<file path="config.mk">
export PLATFORM = sky130hd
export DESIGN_NAME = perspective_row_offset_guidance
export DESIGN_NICKNAME = d
export VERILOG_FILES = /design/src/hw/rtl/prog_pkg.sv /design/src/hw/rtl/prog_div.sv /design/src/hw/rtl/prog_dp.sv /design/src/hw/rtl/prog_ctrl.sv /design/src/hw/rtl/perspective_row_offset_guidance.sv
export SDC_FILE = /design/constraint.sdc
export NUM_CORES = 2
export LEC_CHECK = 0
export BUFFER_PORTS_ARGS = -buffer_cell sky130_fd_sc_hd__buf_2
export CAP_MARGIN = 20
export CORE_ASPECT_RATIO = 1.4
export CORE_MARGIN = 2
export CORE_UTILIZATION = 30
export CTS_CLUSTER_DIAMETER = 30
export DETAILED_ROUTE_END_ITERATION = 10
export MAX_ROUTING_LAYER = met4
export PLACE_DENSITY = 0.48
export SETUP_SLACK_MARGIN = 0.3
export SLEW_MARGIN = 20
export SYNTH_ARGS = -nofsm -noshare
export SYNTH_HDL_FRONTEND = slang
export SYNTH_SLANG_ARGS = --single-unit
</file>
<file path="constraint.sdc">
create_clock -name clock -period 15.8 [get_ports clock]
set_input_delay 2.37 -clock clock [delete_from_list [all_inputs] [get_ports clock]]
set_output_delay 2.37 -clock clock [all_outputs]
set_load 0.01 [all_outputs]
</file>
<file path="src/hw/rtl/prog_pkg.sv">
`timescale 1ns / 1ps
`default_nettype none

package prog_pkg;

   // configuration register indexes
   localparam int CSR_ADDR_W = 3;
   localparam int CSR_DATA_W = 16;
   localparam logic [CSR_ADDR_W-1:0] CSR_CENTER_X      = 3'd0;
   localparam logic [CSR_ADDR_W-1:0] CSR_FRAME_HEIGHT  = 3'd1;
   localparam logic [CSR_ADDR_W-1:0] CSR_ROW_SPACING   = 3'd2;
   localparam logic [CSR_ADDR_W-1:0] CSR_ROW_TOLERANCE = 3'd3;
   localparam logic [CSR_ADDR_W-1:0] CSR_HALF_ROWS     = 3'd4;
   localparam logic [CSR_ADDR_W-1:0] CSR_VANISH_HEIGHT = 3'd5;

   // steering codes
   localparam logic [1:0] STEER_STOP  = 2'd0;
   localparam logic [1:0] STEER_RIGHT = 2'd1;
   localparam logic [1:0] STEER_LEFT  = 2'd2;

   // internal widths, sized for the widest coordinate the block supports
   localparam int CRD_W       = 17;   // coordinate, zero-extended
   localparam int PX_W        = 18;   // signed image-centered coordinate
   localparam int AX_W        = 20;   // |px| in Q.4
   localparam int A_W         = 33;   // 16 * spacing * (vanish - py)
   localparam int RATIO_MAG_W = 15;   // |ratio| never exceeds 0.5 in Q1.15
   localparam int NEAR_W      = 24;   // signed nearest line before saturation
   localparam int NMAG_W      = 22;

   typedef struct packed {
      logic load;
      logic mul;
      logic diva_start;
      logic walk_init;
      logic step;
      logic check_adv;
      logic match;
      logic divr_start;
      logic ratio_cap;
      logic tol;
      logic acc;
      logic avg_start;
      logic avg_cap;
      logic fin;
      logic out_load;
   } prog_cmd_type;

   typedef struct packed {
      logic present;
      logic fend;
      logic div_done;
      logic n_zero;
      logic hit;
      logic k_last;
      logic cnt_zero;
   } prog_sts_type;

endpackage

`default_nettype wire

</file>
<file path="src/hw/rtl/prog_div.sv">
`timescale 1ns / 1ps
`default_nettype none

// Restoring divider, one quotient bit per cycle. The dividend is taken
// MSB first; rem_init lets a scaled numerator start in the remainder.
module prog_div #(
   parameter int DVW = 33,
   parameter int DSW = 37
) (
   input  wire logic                         clock,
   input  wire logic                         reset,
   input  wire logic                         start,
   input  wire logic [DSW-1:0]               rem_init,
   input  wire logic [DVW-1:0]               dividend,
   input  wire logic [DSW-1:0]               divisor,
   input  wire logic [$clog2(DVW+1)-1:0]     steps,
   output logic      [DVW-1:0]               quotient,
   output logic      [DSW-1:0]               remainder,
   output logic                              done
);
   localparam int STW = $clog2(DVW+1);

   logic [DSW-1:0] rem_ff, rem_in;
   logic [DVW-1:0] dvd_ff, dvd_in;
   logic [DVW-1:0] quo_ff, quo_in;
   logic [DSW-1:0] dsr_ff, dsr_in;
   logic [STW-1:0] cnt_ff, cnt_in;
   logic           busy_ff, busy_in;
   logic           done_ff, done_in;
   logic [DSW:0]   trial;
   logic [DSW:0]   diff;
   logic           ge;

   always_comb begin
      trial   = {rem_ff, dvd_ff[DVW-1]};
      diff    = trial - {1'b0, dsr_ff};
      ge      = trial >= {1'b0, dsr_ff};
      rem_in  = rem_ff;
      dvd_in  = dvd_ff;
      quo_in  = quo_ff;
      dsr_in  = dsr_ff;
      cnt_in  = cnt_ff;
      busy_in = busy_ff;
      done_in = 1'b0;
      if (start) begin
         rem_in  = rem_init;
         dvd_in  = dividend;
         quo_in  = '0;
         dsr_in  = divisor;
         cnt_in  = steps;
         busy_in = 1'b1;
      end else if (busy_ff) begin
         rem_in = ge ? diff[DSW-1:0] : trial[DSW-1:0];
         dvd_in = {dvd_ff[DVW-2:0], 1'b0};
         quo_in = {quo_ff[DVW-2:0], ge};
         cnt_in = cnt_ff - 1'b1;
         if (cnt_ff == STW'(1)) begin
            busy_in = 1'b0;
            done_in = 1'b1;
         end
      end
   end

   always_ff @(posedge clock) begin
      if (reset) begin
         busy_ff <= 1'b0;
         done_ff <= 1'b0;
      end else begin
         busy_ff <= busy_in;
         done_ff <= done_in;
      end
      rem_ff <= rem_in;
      dvd_ff <= dvd_in;
      quo_ff <= quo_in;
      dsr_ff <= dsr_in;
      cnt_ff <= cnt_in;
   end

   assign quotient  = quo_ff;
   assign remainder = rem_ff;
   assign done      = done_ff;

endmodule

`default_nettype wire

</file>
<file path="src/hw/rtl/prog_dp.sv">
`timescale 1ns / 1ps
`default_nettype none

module prog_dp
   import prog_pkg::*;
#(
   parameter int MAX_HALF_ROWS = 8,
   parameter int COORD_BITS    = 12,
   parameter int MAX_PLANTS    = 255
) (
   input  wire logic                   clock,
   input  wire logic                   reset,
   input  wire logic                   csr_we,
   input  wire logic [CSR_ADDR_W-1:0]  csr_addr,
   input  wire logic [CSR_DATA_W-1:0]  csr_wdata,
   input  wire logic                   req_plant_present,
   input  wire logic [COORD_BITS-1:0]  req_plant_x,
   input  wire logic [COORD_BITS-1:0]  req_plant_y,
   input  wire logic                   req_frame_end,
   input  wire prog_cmd_type           cmd,
   output prog_sts_type                sts,
   output logic                        rsp_matched,
   output logic signed [17:0]          rsp_nearest_line_x,
   output logic signed [16:0]          rsp_offset_px,
   output logic        [16:0]          rsp_line_gap,
   output logic signed [15:0]          rsp_offset_ratio,
   output logic                        rsp_plant_in_tolerance,
   output logic                        rsp_frame_done,
   output logic signed [15:0]          rsp_average_ratio,
   output logic                        rsp_within_threshold,
   output logic        [1:0]           rsp_steer_direction
);
   localparam int KW   = $clog2(MAX_HALF_ROWS + 1);
   localparam int LW   = A_W + KW;
   localparam int CNW  = $clog2(MAX_PLANTS + 1);
   localparam int SUMW = RATIO_MAG_W + 1 + CNW;
   localparam int SMW  = SUMW - 1;
   localparam int STW  = $clog2(A_W + 1);
   localparam int TPW  = RATIO_MAG_W + 12;

   // configuration
   logic [11:0] cx_ff, sp_ff, tol_ff;
   logic [12:0] fh_ff;
   logic [3:0]  hrc_ff;
   logic [15:0] vh_ff;

   always_ff @(posedge clock) begin
      if (reset) begin
         cx_ff  <= 12'd320;
         fh_ff  <= 13'd480;
         sp_ff  <= 12'd100;
         tol_ff <= 12'd20;
         hrc_ff <= 4'd3;
         vh_ff  <= 16'd1000;
      end else if (csr_we) begin
         unique case (csr_addr)
            CSR_CENTER_X:      cx_ff  <= csr_wdata[11:0];
            CSR_FRAME_HEIGHT:  fh_ff  <= csr_wdata[12:0];
            CSR_ROW_SPACING:   sp_ff  <= csr_wdata[11:0];
            CSR_ROW_TOLERANCE: tol_ff <= csr_wdata[11:0];
            CSR_HALF_ROWS:     hrc_ff <= csr_wdata[3:0];
            CSR_VANISH_HEIGHT: vh_ff  <= csr_wdata[15:0];
            default: ;
         endcase
      end
   end

   logic [15:0]   veff;
   logic [KW-1:0] n_lines;

   always_comb begin
      veff = (vh_ff == 16'd0) ? 16'd1 : vh_ff;
      if (int'(hrc_ff) > MAX_HALF_ROWS) n_lines = KW'(MAX_HALF_ROWS);
      else n_lines = KW'(hrc_ff);
   end

   // per-item registers
   logic                    present_ff, fend_ff, px_neg_ff;
   logic [AX_W-1:0]         ax_ff;
   logic signed [PX_W-1:0]  py_ff;
   logic [A_W-1:0]          a_ff;
   logic [A_W-1:0]          q_ff;
   logic [15:0]             r_ff;
   logic [15:0]             rr_ff;
   logic [LW-1:0]           base_ff, x1_ff, x2_ff, gap_ff;
   logic [KW-1:0]           k_ff;
   logic                    matched_ff;
   logic signed [NEAR_W-1:0] near_ff;
   logic [AX_W-1:0]         offs_mag_ff;
   logic                    offs_neg_ff;
   logic [RATIO_MAG_W-1:0]  ratio_mag_ff, avg_mag_ff;
   logic signed [15:0]      ratio_ff, avg_ff;
   logic                    in_tol_ff, within_ff;
   logic [1:0]              steer_ff;
   logic [CNW-1:0]          cnt_ff;
   logic signed [SUMW-1:0]  sum_ff;

   // load
   logic [CRD_W-1:0]       x_ext, y_ext;
   logic signed [PX_W-1:0] px, px_abs, py;

   always_comb begin
      x_ext  = CRD_W'(req_plant_x);
      y_ext  = CRD_W'(req_plant_y);
      px     = $signed({1'b0, x_ext}) - $signed({6'b0, cx_ff});
      px_abs = px[PX_W-1] ? -px : px;
      py     = $signed({5'b0, fh_ff}) - $signed({1'b0, y_ext});
   end

   // line scale A = 16 * spacing * (vanish - py), zero when the lines fold to the center
   logic signed [PX_W:0] vm;
   logic [A_W-1:0]       a_prod;

   always_comb begin
      vm     = $signed({3'b0, veff}) - $signed({py_ff[PX_W-1], py_ff});
      a_prod = {sp_ff, 4'b0} * vm[16:0];
   end

   // line walk: x_k = k*q + floor(k*r/v) + round bit, tracked incrementally
   logic [16:0]   rr_sum;
   logic          wrap, rnd;
   logic [15:0]   rr_nx;
   logic [LW-1:0] base_nx, x2_nx, ax_l;

   always_comb begin
      rr_sum  = {1'b0, rr_ff} + {1'b0, r_ff};
      wrap    = rr_sum >= {1'b0, veff};
      rr_nx   = wrap ? 16'(rr_sum - {1'b0, veff}) : rr_sum[15:0];
      base_nx = base_ff + LW'(q_ff) + LW'(wrap);
      rnd     = {rr_nx, 1'b0} >= {1'b0, veff};
      x2_nx   = base_nx + LW'(rnd);
      ax_l    = LW'(ax_ff);
   end

   // match
   logic [AX_W-1:0]          d1;
   logic [LW-1:0]            d2;
   logic                     pick_x1;
   logic [NMAG_W-1:0]        near_mag;
   logic signed [NEAR_W-1:0] near_signed, near_full;

   always_comb begin
      d1       = ax_ff - x1_ff[AX_W-1:0];
      d2       = x2_ff - ax_l;
      pick_x1  = LW'(d1) < d2;
      near_mag = pick_x1 ? NMAG_W'(x1_ff[AX_W-1:0]) : x2_ff[NMAG_W-1:0];
      near_signed = px_neg_ff ? -$signed({2'b0, near_mag}) : $signed({2'b0, near_mag});
      near_full   = near_signed + $signed({8'b0, cx_ff, 4'b0});
   end

   // shared divider
   logic [A_W-1:0]          div_quo;
   logic [LW-1:0]           div_rem;
   logic                    div_done;
   logic                    div_start;
   logic [LW-1:0]           div_rem_init, div_divisor;
   logic [A_W-1:0]          div_dividend;
   logic [STW-1:0]          div_steps;
   logic signed [SUMW-1:0]  sum_negated;
   logic [SMW-1:0]          sum_mag;

   always_comb begin
      sum_negated = -sum_ff;
      sum_mag     = sum_ff[SUMW-1] ? sum_negated[SMW-1:0] : sum_ff[SMW-1:0];
      div_start   = cmd.diva_start | cmd.divr_start | cmd.avg_start;
      if (cmd.diva_start) begin
         div_rem_init = '0;
         div_dividend = a_ff;
         div_divisor  = LW'(veff);
         div_steps    = STW'(A_W);
      end else if (cmd.divr_start) begin
         // |offset| * 2^15 / gap: numerator held in the remainder
         div_rem_init = LW'(offs_mag_ff);
         div_dividend = '0;
         div_divisor  = gap_ff;
         div_steps    = STW'(RATIO_MAG_W);
      end else begin
         div_rem_init = '0;
         div_dividend = A_W'(sum_mag) << (A_W - SMW);
         div_divisor  = LW'(cnt_ff);
         div_steps    = STW'(SMW);
      end
   end

   prog_div #(
      .DVW(A_W),
      .DSW(LW)
   ) u_div (
      .clock     (clock),
      .reset     (reset),
      .start     (div_start),
      .rem_init  (div_rem_init),
      .dividend  (div_dividend),
      .divisor   (div_divisor),
      .steps     (div_steps),
      .quotient  (div_quo),
      .remainder (div_rem),
      .done      (div_done)
   );

   logic [RATIO_MAG_W-1:0] rq;
   logic [TPW-1:0]         tol_prod, avg_prod;

   always_comb begin
      rq       = div_quo[RATIO_MAG_W-1:0];
      tol_prod = ratio_mag_ff * sp_ff;
      avg_prod = avg_mag_ff * sp_ff;
   end

   always_ff @(posedge clock) begin
      if (cmd.load) begin
         present_ff   <= req_plant_present;
         fend_ff      <= req_frame_end;
         px_neg_ff    <= px[PX_W-1];
         ax_ff        <= {px_abs[15:0], 4'b0};
         py_ff        <= py;
         matched_ff   <= 1'b0;
         near_ff      <= '0;
         offs_mag_ff  <= '0;
         offs_neg_ff  <= 1'b0;
         gap_ff       <= '0;
         ratio_ff     <= '0;
         ratio_mag_ff <= '0;
         in_tol_ff    <= 1'b0;
         avg_ff       <= '0;
         avg_mag_ff   <= '0;
         within_ff    <= 1'b0;
         steer_ff     <= STEER_STOP;
      end
      if (cmd.mul) begin
         a_ff <= (!vm[PX_W] && vm != '0) ? a_prod : '0;
      end
      if (cmd.walk_init) begin
         q_ff    <= div_quo;
         r_ff    <= div_rem[15:0];
         rr_ff   <= '0;
         base_ff <= '0;
         x1_ff   <= '0;
         k_ff    <= KW'(1);
      end
      if (cmd.step) begin
         rr_ff   <= rr_nx;
         base_ff <= base_nx;
         x2_ff   <= x2_nx;
      end
      if (cmd.check_adv) begin
         x1_ff <= x2_ff;
         k_ff  <= k_ff + 1'b1;
      end
      if (cmd.match) begin
         matched_ff  <= 1'b1;
         near_ff     <= near_full;
         offs_mag_ff <= pick_x1 ? d1 : d2[AX_W-1:0];
         offs_neg_ff <= (!pick_x1) ^ px_neg_ff;
         gap_ff      <= x2_ff - x1_ff;
      end
      if (cmd.ratio_cap) begin
         ratio_mag_ff <= rq;
         ratio_ff     <= offs_neg_ff ? -$signed({1'b0, rq}) : $signed({1'b0, rq});
      end
      if (cmd.tol) begin
         in_tol_ff <= tol_prod < {tol_ff, 15'b0};
      end
      if (cmd.avg_cap) begin
         avg_mag_ff <= rq;
         avg_ff     <= sum_ff[SUMW-1] ? -$signed({1'b0, rq}) : $signed({1'b0, rq});
      end
      if (cmd.fin) begin
         within_ff <= avg_prod[TPW-1:15] < tol_ff;
         if (avg_prod[TPW-1:15] < tol_ff) steer_ff <= STEER_STOP;
         else if (!avg_ff[15] && avg_ff != 16'sd0) steer_ff <= STEER_RIGHT;
         else steer_ff <= STEER_LEFT;
      end
   end

   // frame accumulator
   always_ff @(posedge clock) begin
      if (reset) begin
         cnt_ff <= '0;
         sum_ff <= '0;
      end else if (cmd.fin) begin
         cnt_ff <= '0;
         sum_ff <= '0;
      end else if (cmd.acc && present_ff && cnt_ff < CNW'(MAX_PLANTS)) begin
         cnt_ff <= cnt_ff + 1'b1;
         sum_ff <= sum_ff + {{(SUMW-16){ratio_ff[15]}}, ratio_ff};
      end
   end

   always_comb begin
      sts.present  = present_ff;
      sts.fend     = fend_ff;
      sts.div_done = div_done;
      sts.n_zero   = n_lines == '0;
      sts.hit      = (x1_ff < ax_l) && (ax_l < x2_ff);
      sts.k_last   = k_ff == n_lines;
      sts.cnt_zero = cnt_ff == '0;
   end

   // result register with saturation to field ranges
   logic signed [17:0]          near_sat;
   logic signed [16:0]          offs_sat;
   logic        [16:0]          gap_sat;
   logic signed [AX_W:0]        offs_neg_v;

   always_comb begin
      if (near_ff > 24'sd131071) near_sat = 18'sh1FFFF;
      else if (near_ff < -24'sd131072) near_sat = 18'sh20000;
      else near_sat = near_ff[17:0];
      offs_neg_v = -$signed({1'b0, offs_mag_ff});
      if (!offs_neg_ff) begin
         offs_sat = (offs_mag_ff > AX_W'(65535)) ? 17'sh0FFFF : $signed(offs_mag_ff[16:0]);
      end else begin
         offs_sat = (offs_mag_ff > AX_W'(65536)) ? 17'sh10000 : offs_neg_v[16:0];
      end
      gap_sat = (gap_ff > LW'(131071)) ? 17'h1FFFF : gap_ff[16:0];
   end

   always_ff @(posedge clock) begin
      if (cmd.out_load) begin
         rsp_matched            <= matched_ff;
         rsp_nearest_line_x     <= near_sat;
         rsp_offset_px          <= offs_sat;
         rsp_line_gap           <= gap_sat;
         rsp_offset_ratio       <= ratio_ff;
         rsp_plant_in_tolerance <= in_tol_ff;
         rsp_frame_done         <= fend_ff;
         rsp_average_ratio      <= avg_ff;
         rsp_within_threshold   <= within_ff;
         rsp_steer_direction    <= steer_ff;
      end
   end

endmodule

`default_nettype wire

</file>
<file path="src/hw/rtl/prog_ctrl.sv">
`timescale 1ns / 1ps
`default_nettype none

module prog_ctrl
   import prog_pkg::*;
(
   input  wire logic         clock,
   input  wire logic         reset,
   input  wire logic         req_valid,
   output logic              req_ready,
   output logic              rsp_valid,
   input  wire logic         rsp_ready,
   input  wire prog_sts_type sts,
   output prog_cmd_type      cmd
);
   localparam logic [4:0] S_IDLE   = 5'd0;
   localparam logic [4:0] S_MUL    = 5'd1;
   localparam logic [4:0] S_DIVA   = 5'd2;
   localparam logic [4:0] S_DIVA_W = 5'd3;
   localparam logic [4:0] S_STEP   = 5'd4;
   localparam logic [4:0] S_CHECK  = 5'd5;
   localparam logic [4:0] S_DIVR   = 5'd6;
   localparam logic [4:0] S_DIVR_W = 5'd7;
   localparam logic [4:0] S_TOL    = 5'd8;
   localparam logic [4:0] S_ACC    = 5'd9;
   localparam logic [4:0] S_AVG    = 5'd10;
   localparam logic [4:0] S_AVG_W  = 5'd11;
   localparam logic [4:0] S_FIN    = 5'd12;
   localparam logic [4:0] S_OUT    = 5'd13;

   logic [4:0] state_ff, state_in;
   logic       rsp_valid_ff, rsp_valid_in;

   always_comb begin
      cmd          = '0;
      state_in     = state_ff;
      req_ready    = 1'b0;
      rsp_valid_in = rsp_valid_ff & ~rsp_ready;
      unique case (state_ff)
         S_IDLE: begin
            req_ready = 1'b1;
            if (req_valid) begin
               cmd.load = 1'b1;
               state_in = S_MUL;
            end
         end
         S_MUL: begin
            cmd.mul  = 1'b1;
            state_in = sts.present ? S_DIVA : S_ACC;
         end
         S_DIVA: begin
            cmd.diva_start = 1'b1;
            state_in       = S_DIVA_W;
         end
         S_DIVA_W: begin
            if (sts.div_done) begin
               cmd.walk_init = 1'b1;
               state_in      = sts.n_zero ? S_ACC : S_STEP;
            end
         end
         S_STEP: begin
            cmd.step = 1'b1;
            state_in = S_CHECK;
         end
         S_CHECK: begin
            if (sts.hit) begin
               cmd.match = 1'b1;
               state_in  = S_DIVR;
            end else begin
               cmd.check_adv = 1'b1;
               state_in      = sts.k_last ? S_ACC : S_STEP;
            end
         end
         S_DIVR: begin
            cmd.divr_start = 1'b1;
            state_in       = S_DIVR_W;
         end
         S_DIVR_W: begin
            if (sts.div_done) begin
               cmd.ratio_cap = 1'b1;
               state_in      = S_TOL;
            end
         end
         S_TOL: begin
            cmd.tol  = 1'b1;
            state_in = S_ACC;
         end
         S_ACC: begin
            cmd.acc  = 1'b1;
            state_in = sts.fend ? S_AVG : S_OUT;
         end
         S_AVG: begin
            // an empty frame keeps the cleared average
            if (sts.cnt_zero) begin
               state_in = S_FIN;
            end else begin
               cmd.avg_start = 1'b1;
               state_in      = S_AVG_W;
            end
         end
         S_AVG_W: begin
            if (sts.div_done) begin
               cmd.avg_cap = 1'b1;
               state_in    = S_FIN;
            end
         end
         S_FIN: begin
            cmd.fin  = 1'b1;
            state_in = S_OUT;
         end
         S_OUT: begin
            if (!rsp_valid_ff || rsp_ready) begin
               cmd.out_load = 1'b1;
               rsp_valid_in = 1'b1;
               state_in     = S_IDLE;
            end
         end
         default: state_in = S_IDLE;
      endcase
   end

   always_ff @(posedge clock) begin
      if (reset) begin
         state_ff     <= S_IDLE;
         rsp_valid_ff <= 1'b0;
      end else begin
         state_ff     <= state_in;
         rsp_valid_ff <= rsp_valid_in;
      end
   end

   assign rsp_valid = rsp_valid_ff;

`ifndef ASSERT_OFF
   a_div_start_single: assert property (@(posedge clock) disable iff (reset)
      $onehot0({cmd.diva_start, cmd.divr_start, cmd.avg_start}))
      else $error("more than one divider start");

   a_out_no_overwrite: assert property (@(posedge clock) disable iff (reset)
      cmd.out_load |-> (!rsp_valid_ff || rsp_ready))
      else $error("result register overwritten while held");

   a_accept_goes_busy: assert property (@(posedge clock) disable iff (reset)
      (req_valid && req_ready) |=> (state_ff == S_MUL))
      else $error("accepted request did not start processing");

   a_walk_after_div: assert property (@(posedge clock) disable iff (reset)
      (state_ff == S_DIVA_W && sts.div_done) |=> (state_ff == S_STEP || state_ff == S_ACC))
      else $error("line walk not entered after scale division");
`endif

endmodule

`default_nettype wire

</file>
<file path="src/hw/rtl/perspective_row_offset_guidance.sv">
// Processing: a present plant runs the scale division and then walks the reference
//   lines; a matched plant adds the ratio division; an absent plant skips both.
//   A frame end request adds the averaging division, which an empty frame skips.
// Throughput: one request at a time, the next accepted in the cycle after the response
//   is loaded; the serial divider (one quotient bit per cycle) takes most of the time.
// Reset: synchronous, active high; restores config defaults and clears the frame sums.
`timescale 1ns / 1ps
`default_nettype none

module perspective_row_offset_guidance
   import prog_pkg::*;
#(
   parameter int MAX_HALF_ROWS = 8,
   parameter int COORD_BITS    = 12,
   parameter int MAX_PLANTS    = 255
) (
   input  wire logic                   clock,
   input  wire logic                   reset,
   input  wire logic                   csr_we,
   input  wire logic [CSR_ADDR_W-1:0]  csr_addr,
   input  wire logic [CSR_DATA_W-1:0]  csr_wdata,
   input  wire logic                   req_valid,
   output logic                        req_ready,
   input  wire logic                   req_plant_present,
   input  wire logic [COORD_BITS-1:0]  req_plant_x,
   input  wire logic [COORD_BITS-1:0]  req_plant_y,
   input  wire logic                   req_frame_end,
   output logic                        rsp_valid,
   input  wire logic                   rsp_ready,
   output logic                        rsp_matched,
   output logic signed [17:0]          rsp_nearest_line_x,
   output logic signed [16:0]          rsp_offset_px,
   output logic        [16:0]          rsp_line_gap,
   output logic signed [15:0]          rsp_offset_ratio,
   output logic                        rsp_plant_in_tolerance,
   output logic                        rsp_frame_done,
   output logic signed [15:0]          rsp_average_ratio,
   output logic                        rsp_within_threshold,
   output logic        [1:0]           rsp_steer_direction
);
   prog_cmd_type cmd;
   prog_sts_type sts;

   prog_ctrl u_ctrl (
      .clock     (clock),
      .reset     (reset),
      .req_valid (req_valid),
      .req_ready (req_ready),
      .rsp_valid (rsp_valid),
      .rsp_ready (rsp_ready),
      .sts       (sts),
      .cmd       (cmd)
   );

   prog_dp #(
      .MAX_HALF_ROWS (MAX_HALF_ROWS),
      .COORD_BITS    (COORD_BITS),
      .MAX_PLANTS    (MAX_PLANTS)
   ) u_dp (
      .clock                  (clock),
      .reset                  (reset),
      .csr_we                 (csr_we),
      .csr_addr               (csr_addr),
      .csr_wdata              (csr_wdata),
      .req_plant_present      (req_plant_present),
      .req_plant_x            (req_plant_x),
      .req_plant_y            (req_plant_y),
      .req_frame_end          (req_frame_end),
      .cmd                    (cmd),
      .sts                    (sts),
      .rsp_matched            (rsp_matched),
      .rsp_nearest_line_x     (rsp_nearest_line_x),
      .rsp_offset_px          (rsp_offset_px),
      .rsp_line_gap           (rsp_line_gap),
      .rsp_offset_ratio       (rsp_offset_ratio),
      .rsp_plant_in_tolerance (rsp_plant_in_tolerance),
      .rsp_frame_done         (rsp_frame_done),
      .rsp_average_ratio      (rsp_average_ratio),
      .rsp_within_threshold   (rsp_within_threshold),
      .rsp_steer_direction    (rsp_steer_direction)
   );

endmodule

`default_nettype wire

</file>
# --- After elaboration in Yosys (flattened, before gate mapping) ---
# Cells that the tools add are included.
word_totals:
  regBits: 740
  input_bits: 50
  output_inout_bits: 92
op_classes:
  addsub: 22
  mul: 3
  n_lt_le_gt_ge: 15
  eq_ne: 25
  n_mux: 95
  n_bitwise: 7
  n_reduce_logical: 35
ops:
  columns: ["op", "n"]
  rows:
  - ["37-bit 2-to-1 mux", 9]
  - ["16-bit 2-to-1 mux", 12]
  - ["33-bit 2-to-1 mux", 4]
  - ["20-bit 2-to-1 mux", 4]
  - ["37-bit by 1-bit adder with 37-bit output", 2]
  - ["20-bit by 37-bit less-than comparator with 1-bit output", 2]
  - ["37-bit subtractor", 2]
  - ["24-bit 2-to-1 mux", 3]
  - ["5-bit one-hot mux with 14 select lines", 1]
  - ["15-bit by 12-bit multiplier with 27-bit output", 2]
  - ["17-bit 2-to-1 mux", 3]
  - ["15-bit 2-to-1 mux", 3]
  - ["38-bit by 37-bit >= comparator with 1-bit output", 1]
  - ["37-bit by 33-bit adder with 37-bit output", 1]
  - ["37-bit by 17-bit > comparator with 1-bit output, second input constant", 1]
  - ["37-bit by 20-bit less-than comparator with 1-bit output", 1]
  - ["37-bit by 20-bit subtractor with 37-bit output", 1]
  - ["5-bit 2-to-1 mux", 7]
  - ["17-bit by 16-bit >= comparator with 1-bit output", 2]
  - ["5-bit by 4-bit equality test with 1-bit output, second input constant", 6]
  - ["1-bit 2-to-1 mux", 30]
  - ["12-bit by 17-bit multiplier with 29-bit output", 1]
  - ["27-bit less-than comparator", 1]
  - ["24-bit by 17-bit adder with 24-bit output", 1]
  - ["58 further kinds", 102]

# --- Longest topological paths before layout ---
depth:
  ltp_word: 7
  mapped_depth: 46
  depth_no_buf: 43

# --- Cells and area by module ---
# From an unflattened synthesis, not the netlist that was laid out.
hier_totals:
  hier_cells: 6507
  area_unflattened_um2: 62222.2
by_module_without_submodules:
  columns: ["mod", "instances", "cells_each", "area_each_um2"]
  rows:
  - ["prog_dp", 1, 5698, 53259.8]
  - ["prog_div", 1, 721, 8355.5]
  - ["prog_ctrl", 1, 88, 606.8]

# --- Least setup slack after synthesis ---
# OpenSTA, ideal clock, no wires.
synth_timing:
  path_type: "reg2reg"
  start: "register u_dp.rr_ff[0]"
  end: "register u_dp.x2_ff[36] (data pin)"
  setup_ps: 262
  arrival_ps: 8251
  setup_slack_ps: 7287
  path_stages_with_launch: 42
  period_less_slack_ps: 8513
  path_cell_list: "edfxtp_1 > ha_1 > fa_1 > a21o_1 > a21oi_1 > o21bai_1 > a21oi_1 > o21bai_1 > a21oi_1 > o211ai_1 > a41o_1 > xor2_1 > ha_1 > and4_1 > nand3_1 > nor4_1 > a2111oi_0 > nand2_1 > [6 not listed] > nand2b_1 > a21oi_1 > o21ai_0 > a21o_1 > a21oi_1 > o21ai_0 > a311o_1 > ha_1 > ha_1 > nand2_1 > nor3_1 > nand4_1 > and4bb_2 > nand4b_2 > nor2_1 > or4b_4 > nor4_2 > xnor2_1"
synth_via:
  elab_chain_len: 5
synth_rtl:
  columns: ["element", "line", "source"]
  rows:
  - ["start, declared", "prog_dp.sv:84", "logic [15:0] rr_ff;"]
  - ["start signal, assigned", "prog_dp.sv:242", "rr_ff <= rr_nx;"]
  - ["16-bit by 16-bit adder with 17-bit output *", "prog_dp.sv:126", "rr_sum = {1'b0, rr_ff} + {1'b0, r_ff};"]
  - ["16-bit subtractor / 17-bit by 16-bit >= comparator with 1-bit output (equally long branches)", "prog_dp.sv:128, prog_dp.sv:127", null]
  - ["16-bit 2-to-1 mux *", "prog_dp.sv:128", "rr_nx = wrap ? 16'(rr_sum - {1'b0, veff}) : rr_sum[15:0];"]
  - ["via u_dp.rr_nx[2]", "prog_dp.sv:122", "logic [15:0] rr_nx;"]
  - ["17-bit by 16-bit >= comparator with 1-bit output *", "prog_dp.sv:130", "rnd = {rr_nx, 1'b0} >= {1'b0, veff};"]
  - ["37-bit by 1-bit adder with 37-bit output *", "prog_dp.sv:131", "x2_nx = base_nx + LW'(rnd);"]
  - ["via u_dp.x2_nx[36]", "prog_dp.sv:123", "logic [LW-1:0] base_nx, x2_nx, ax_l;"]
  - ["end signal, assigned", "prog_dp.sv:244", "x2_ff <= x2_nx;"]
  - ["end, declared", "prog_dp.sv:85", "logic [LW-1:0] base_ff, x1_ff, x2_ff, gap_ff;"]
# The timed path passes the listed nets; every way through them passes the cells marked *.
# A chain may end at the register's enable or synchronous reset.

# --- Worst setup path in the final report ---
layout_timing:
  start: "register u_dp.x1_ff[4]"
  end: "register u_dp.near_ff[20] (data pin)"
layout_via:
  elab_chain_len: 7
layout_rtl:
  columns: ["element", "line", "source"]
  rows:
  - ["start, declared", "prog_dp.sv:85", null]
  - ["start signal, assigned", "prog_dp.sv:238", "x1_ff <= '0;"]
  - ["start signal, assigned", "prog_dp.sv:247", "x1_ff <= x2_ff;"]
  - ["20-bit subtractor", "prog_dp.sv:143", "d1 = ax_ff - x1_ff[AX_W-1:0];"]
  - ["20-bit by 37-bit less-than comparator with 1-bit output", "prog_dp.sv:145", "pick_x1 = LW'(d1) < d2;"]
  - ["22-bit 2-to-1 mux", "prog_dp.sv:146", "near_mag = pick_x1 ? NMAG_W'(x1_ff[AX_W-1:0]) : x2_ff[NMAG_W-1:0];"]
  - ["22-bit negator with 24-bit output", "prog_dp.sv:147", "near_signed = px_neg_ff ? -$signed({2'b0, near_mag}) : $signed({2'b0, near_mag});"]
  - ["24-bit 2-to-1 mux", "prog_dp.sv:147", null]
  - ["24-bit by 17-bit adder with 24-bit output", "prog_dp.sv:148", "near_full = near_signed + $signed({8'b0, cx_ff, 4'b0});"]
  - ["24-bit 2-to-1 mux *", "prog_dp.sv:250", "if (cmd.match) begin"]
  - ["end signal, assigned", "prog_dp.sv:252", "near_ff <= near_full;"]
  - ["end, declared", "prog_dp.sv:88", "logic signed [NEAR_W-1:0] near_ff;"]
# Every way passes the cells marked *; elsewhere a longest branch is shown, timed or not.

==> metrics <==
Crit. Startpoint u_dp.x1_ff[4]$_SDFFCE_PN0P_; R2R Setup Slk 5860 ps; H-tree levels 4; Hold/Removal Path Class reg2reg; synth unique cells 94; number of global-route vias before repair 49400; Setup WS post-layout 5860 ps; Overflow after GRT 0; Buffers on Ports 141; post-synthesis sequential area ratio 33.5%; Post-CTS Hold Buffers 0; P_int 8.29 mW; via count 47500; Critical Path Sink Type flop; RePlAce Congestion 0.947; fillcell total 20600; routed length per instance 21.2 µm; CTS tree built; dominant cell type by area after synthesis edfxtp_1; met2 WL 98.3 mm; hold path depth 0; die area 207000 µm²; crit path DAT 10450 ps; Total Wirelength 201 mm; Worst setup SP type flop; non-filler cells, final 9441; setup_tns 0 ps; largest net degree at the start of global routing 77; Setup Viol. Count Final 0; Die W 385 µm; Via-to-Cell Ratio 5.03; switching share of power 42.3%; leading cell type in the layout, fill and taps excluded nand2_1; met3 wire len 9.41 mm; Layout Nets 7600; Clock transition at path regs 50 ps; Final Skew 40.4 ps; outcome complete, no violations; fraction of layout cells with a size suffix above 1 9.46%; Main synth FF type edfxtp_1; largest cells by area after synthesis edfxtp_1, fa_1, ha_1, nand2_1, dfxtp_1; FMAX 101 MHz; Tcrit/Tclk final 62.9%; FF+latch area 20400 µm²; initial antenna violation count 13; Top-Level Pins 142; gr usage total 20.0%; maximum vdd ir drop 0.000145 V; synthesis-stage register bit count 728; total placed cells including tap cells 9077; EDFF count, synth 586; first-pass GRT wire length 304 mm; Final Power 14.4 mW; Lkg Pwr 30.2 nW; CTS Buffer Depth 3; Syn. warnings 0; PostCTS Resize Cnt 0; clk sinks 728; CP bufs+invs 3; most frequent cells in the layout nand2_1, inv_1, edfxtp_1; Place WS 6030 ps; share of the synthesized area in the top cell type 28.9%; Root Buffer Master clkbuf_16; hold wc startpoint u_dp.in_tol_ff$_SDFFCE_PN0P_; synthesized instance count 6477; fin crit period 9940 ps; CP Max Fanout 21; Initial Util 30.2%; worst path required time 16310 ps; crit path max-delay cell type nor4b_4; drt pass-1 iters 7; part of the power in the clock network 27.8%; Syn Std Cell Area 61000 µm²; Post-CTS Setup Bufs 0; DRT met1 WL 84.2 mm; Post-synth ARST share 0%; chip height 537 µm; Most Frequent Cell on Critical Path a21oi_1; Largest stage delay, worst path 610 ps; sink of the worst hold path u_dp.rsp_plant_in_tolerance$_DFFE_PP_; reg-to-reg critical path startpoint u_dp.x1_ff[4]$_SDFFCE_PN0P_; drt drc 0; Syn-to-layout area delta 17.1%; Initial DRC Count 3106; final-report hold violation count 0; Comb power frac 49.4%; core area 202000 µm²; Multi-input gate area 36800 µm²; Max-Cap Viols 0; worst reg2reg path depth 44; number of CTS-inserted buffers 191; CP Depth 44; Switch Pwr 6.07 mW; Power per Cell Area 201 nW/µm²; FF-to-FF End u_dp.near_ff[20]$_SDFFCE_PN0P_; DP HPWL 154 mm; Max Slew Vio Count 0; Setup CP Type reg2reg; cell family with most CP delay compound AO/OA/AOI/OAI gates; Worst-Margin Slew 1030 ps; Reg power frac 22.8%; Slew headroom 30.9%; Clock Latency Late Sink 820 ps; Syn Area/Cell 9.42 µm²; number of cell rows 195; unrepaired setup endpoints after global routing no; Post-DRT Antenna Nets 0; top routing layer used met4
-- synthesized netlist by cell type, drive strengths merged, types with 30 or more instances --
cell / number
nor3: 110
o21bai: 40
nand2: 794
clkbuf: 258
nor2: 506
a31oi: 34
a21o: 91
o21ai: 205
nand3: 98
a211oi: 34
ha: 519
nor2b: 82
and3: 45
a21oi: 379
inv: 758
xnor2: 226
mux2i: 68
dfxtp: 142
nand4: 30
o21a: 62
edfxtp: 586
nor4: 46
nand2b: 60
or3: 71
fa: 420
xor2: 151
and2: 287
-- cell type report --
cell class	instances	area share, %
Multi-Input combinational cell	4713	51.5
Inverter	760	4.00
Clock buffer	225	7.16
Tap cell	2659	4.66
Timing Repair Buffer	217	1.79
Sequential cell	728	28.6
Antenna cell	6	0.0210
Clock inverter	133	2.23
-- kinds of logic after synthesis --
family                     Yosys count  share of synthesized area, %
other                                1                       0.00615
buffers and inverters             1038                          6.42
AOI/OAI and AO/OA                 1075                          11.2
and+or+nand+nor                   2232                          17.5
muxes                               87                          1.50
DFF                                728                          33.5
adders and majority gates          939                          24.4
xor gates and xnor gates           377                          5.41
-- worst max-delay path by stage --
| stage | slack, ps | to |
|---|---|---|
| after CTS | 5970 | u_dp.near_ff[20]$_SDFFCE_PN0P_ |
| after global routing | 4960 | u_dp.near_ff[20]$_SDFFCE_PN0P_ |
| after detailed placement | 6030 | u_dp.near_ff[20]$_SDFFCE_PN0P_ |
| after floorplan | 7290 | u_dp.x2_ff[36]$_DFFE_PP_ |
| final | 5860 | u_dp.near_ff[20]$_SDFFCE_PN0P_ |
| after global placement | 6050 | u_dp.near_ff[20]$_SDFFCE_PN0P_ |
-- per-stage QoR --
stage / hold WS, ps / area (µm²) / util [%]
3_3_place_gp: 424 / 64600 / 32.0
4_1_cts: 438 / 71400 / 35.4
2_1_floorplan: 400 / 61000 / -
5_1_grt: 444 / 71400 / 35.4
3_5_place_dp: 417 / 64700 / 32.0
6_report: 437 / 71400 / 35.4
-- layer usage --
metal,vias to the layer above,global-route usage [%]
met4,0,8.23
met3,383,2.96
met1,23600,23.9
li1,22200,-
met5,-,-
met2,1258,33.7
-- state kept, by name, indices dropped and copies added, names as in the netlist, 17 cells and up --
| signal | cells |
|---|---|
| u_dp.base_ff | 37 |
| u_dp.gap_ff | 37 |
| u_dp.u_div.dsr_ff | 37 |
| u_dp.u_div.remainder | 37 |
| u_dp.x1_ff | 37 |
| u_dp.x2_ff | 37 |
| u_dp.q_ff | 33 |
| u_dp.u_div.quotient | 33 |
| u_dp.a_ff | 29 |
| u_dp.u_div.dvd_ff | 29 |
| u_dp.near_ff | 24 |
| u_dp.sum_ff | 24 |
| u_dp.offs_mag_ff | 19 |
| u_dp.rsp_nearest_line_x | 18 |
| u_dp.rsp_line_gap | 17 |
| u_dp.rsp_offset_px | 17 |
-- power groups by stage --
stage                     Sequential, mW  Clock (mW)  Combinational, mW
after floorplan                     2.97           0               5.36
after global placement              3.30           0               7.09
after detailed placement            3.30           0               7.16
after CTS                           3.27        4.06               7.21
after global routing                3.31        4.17               8.11
final                               3.27        3.99               7.10
Power figures use the tool's default switching activity.
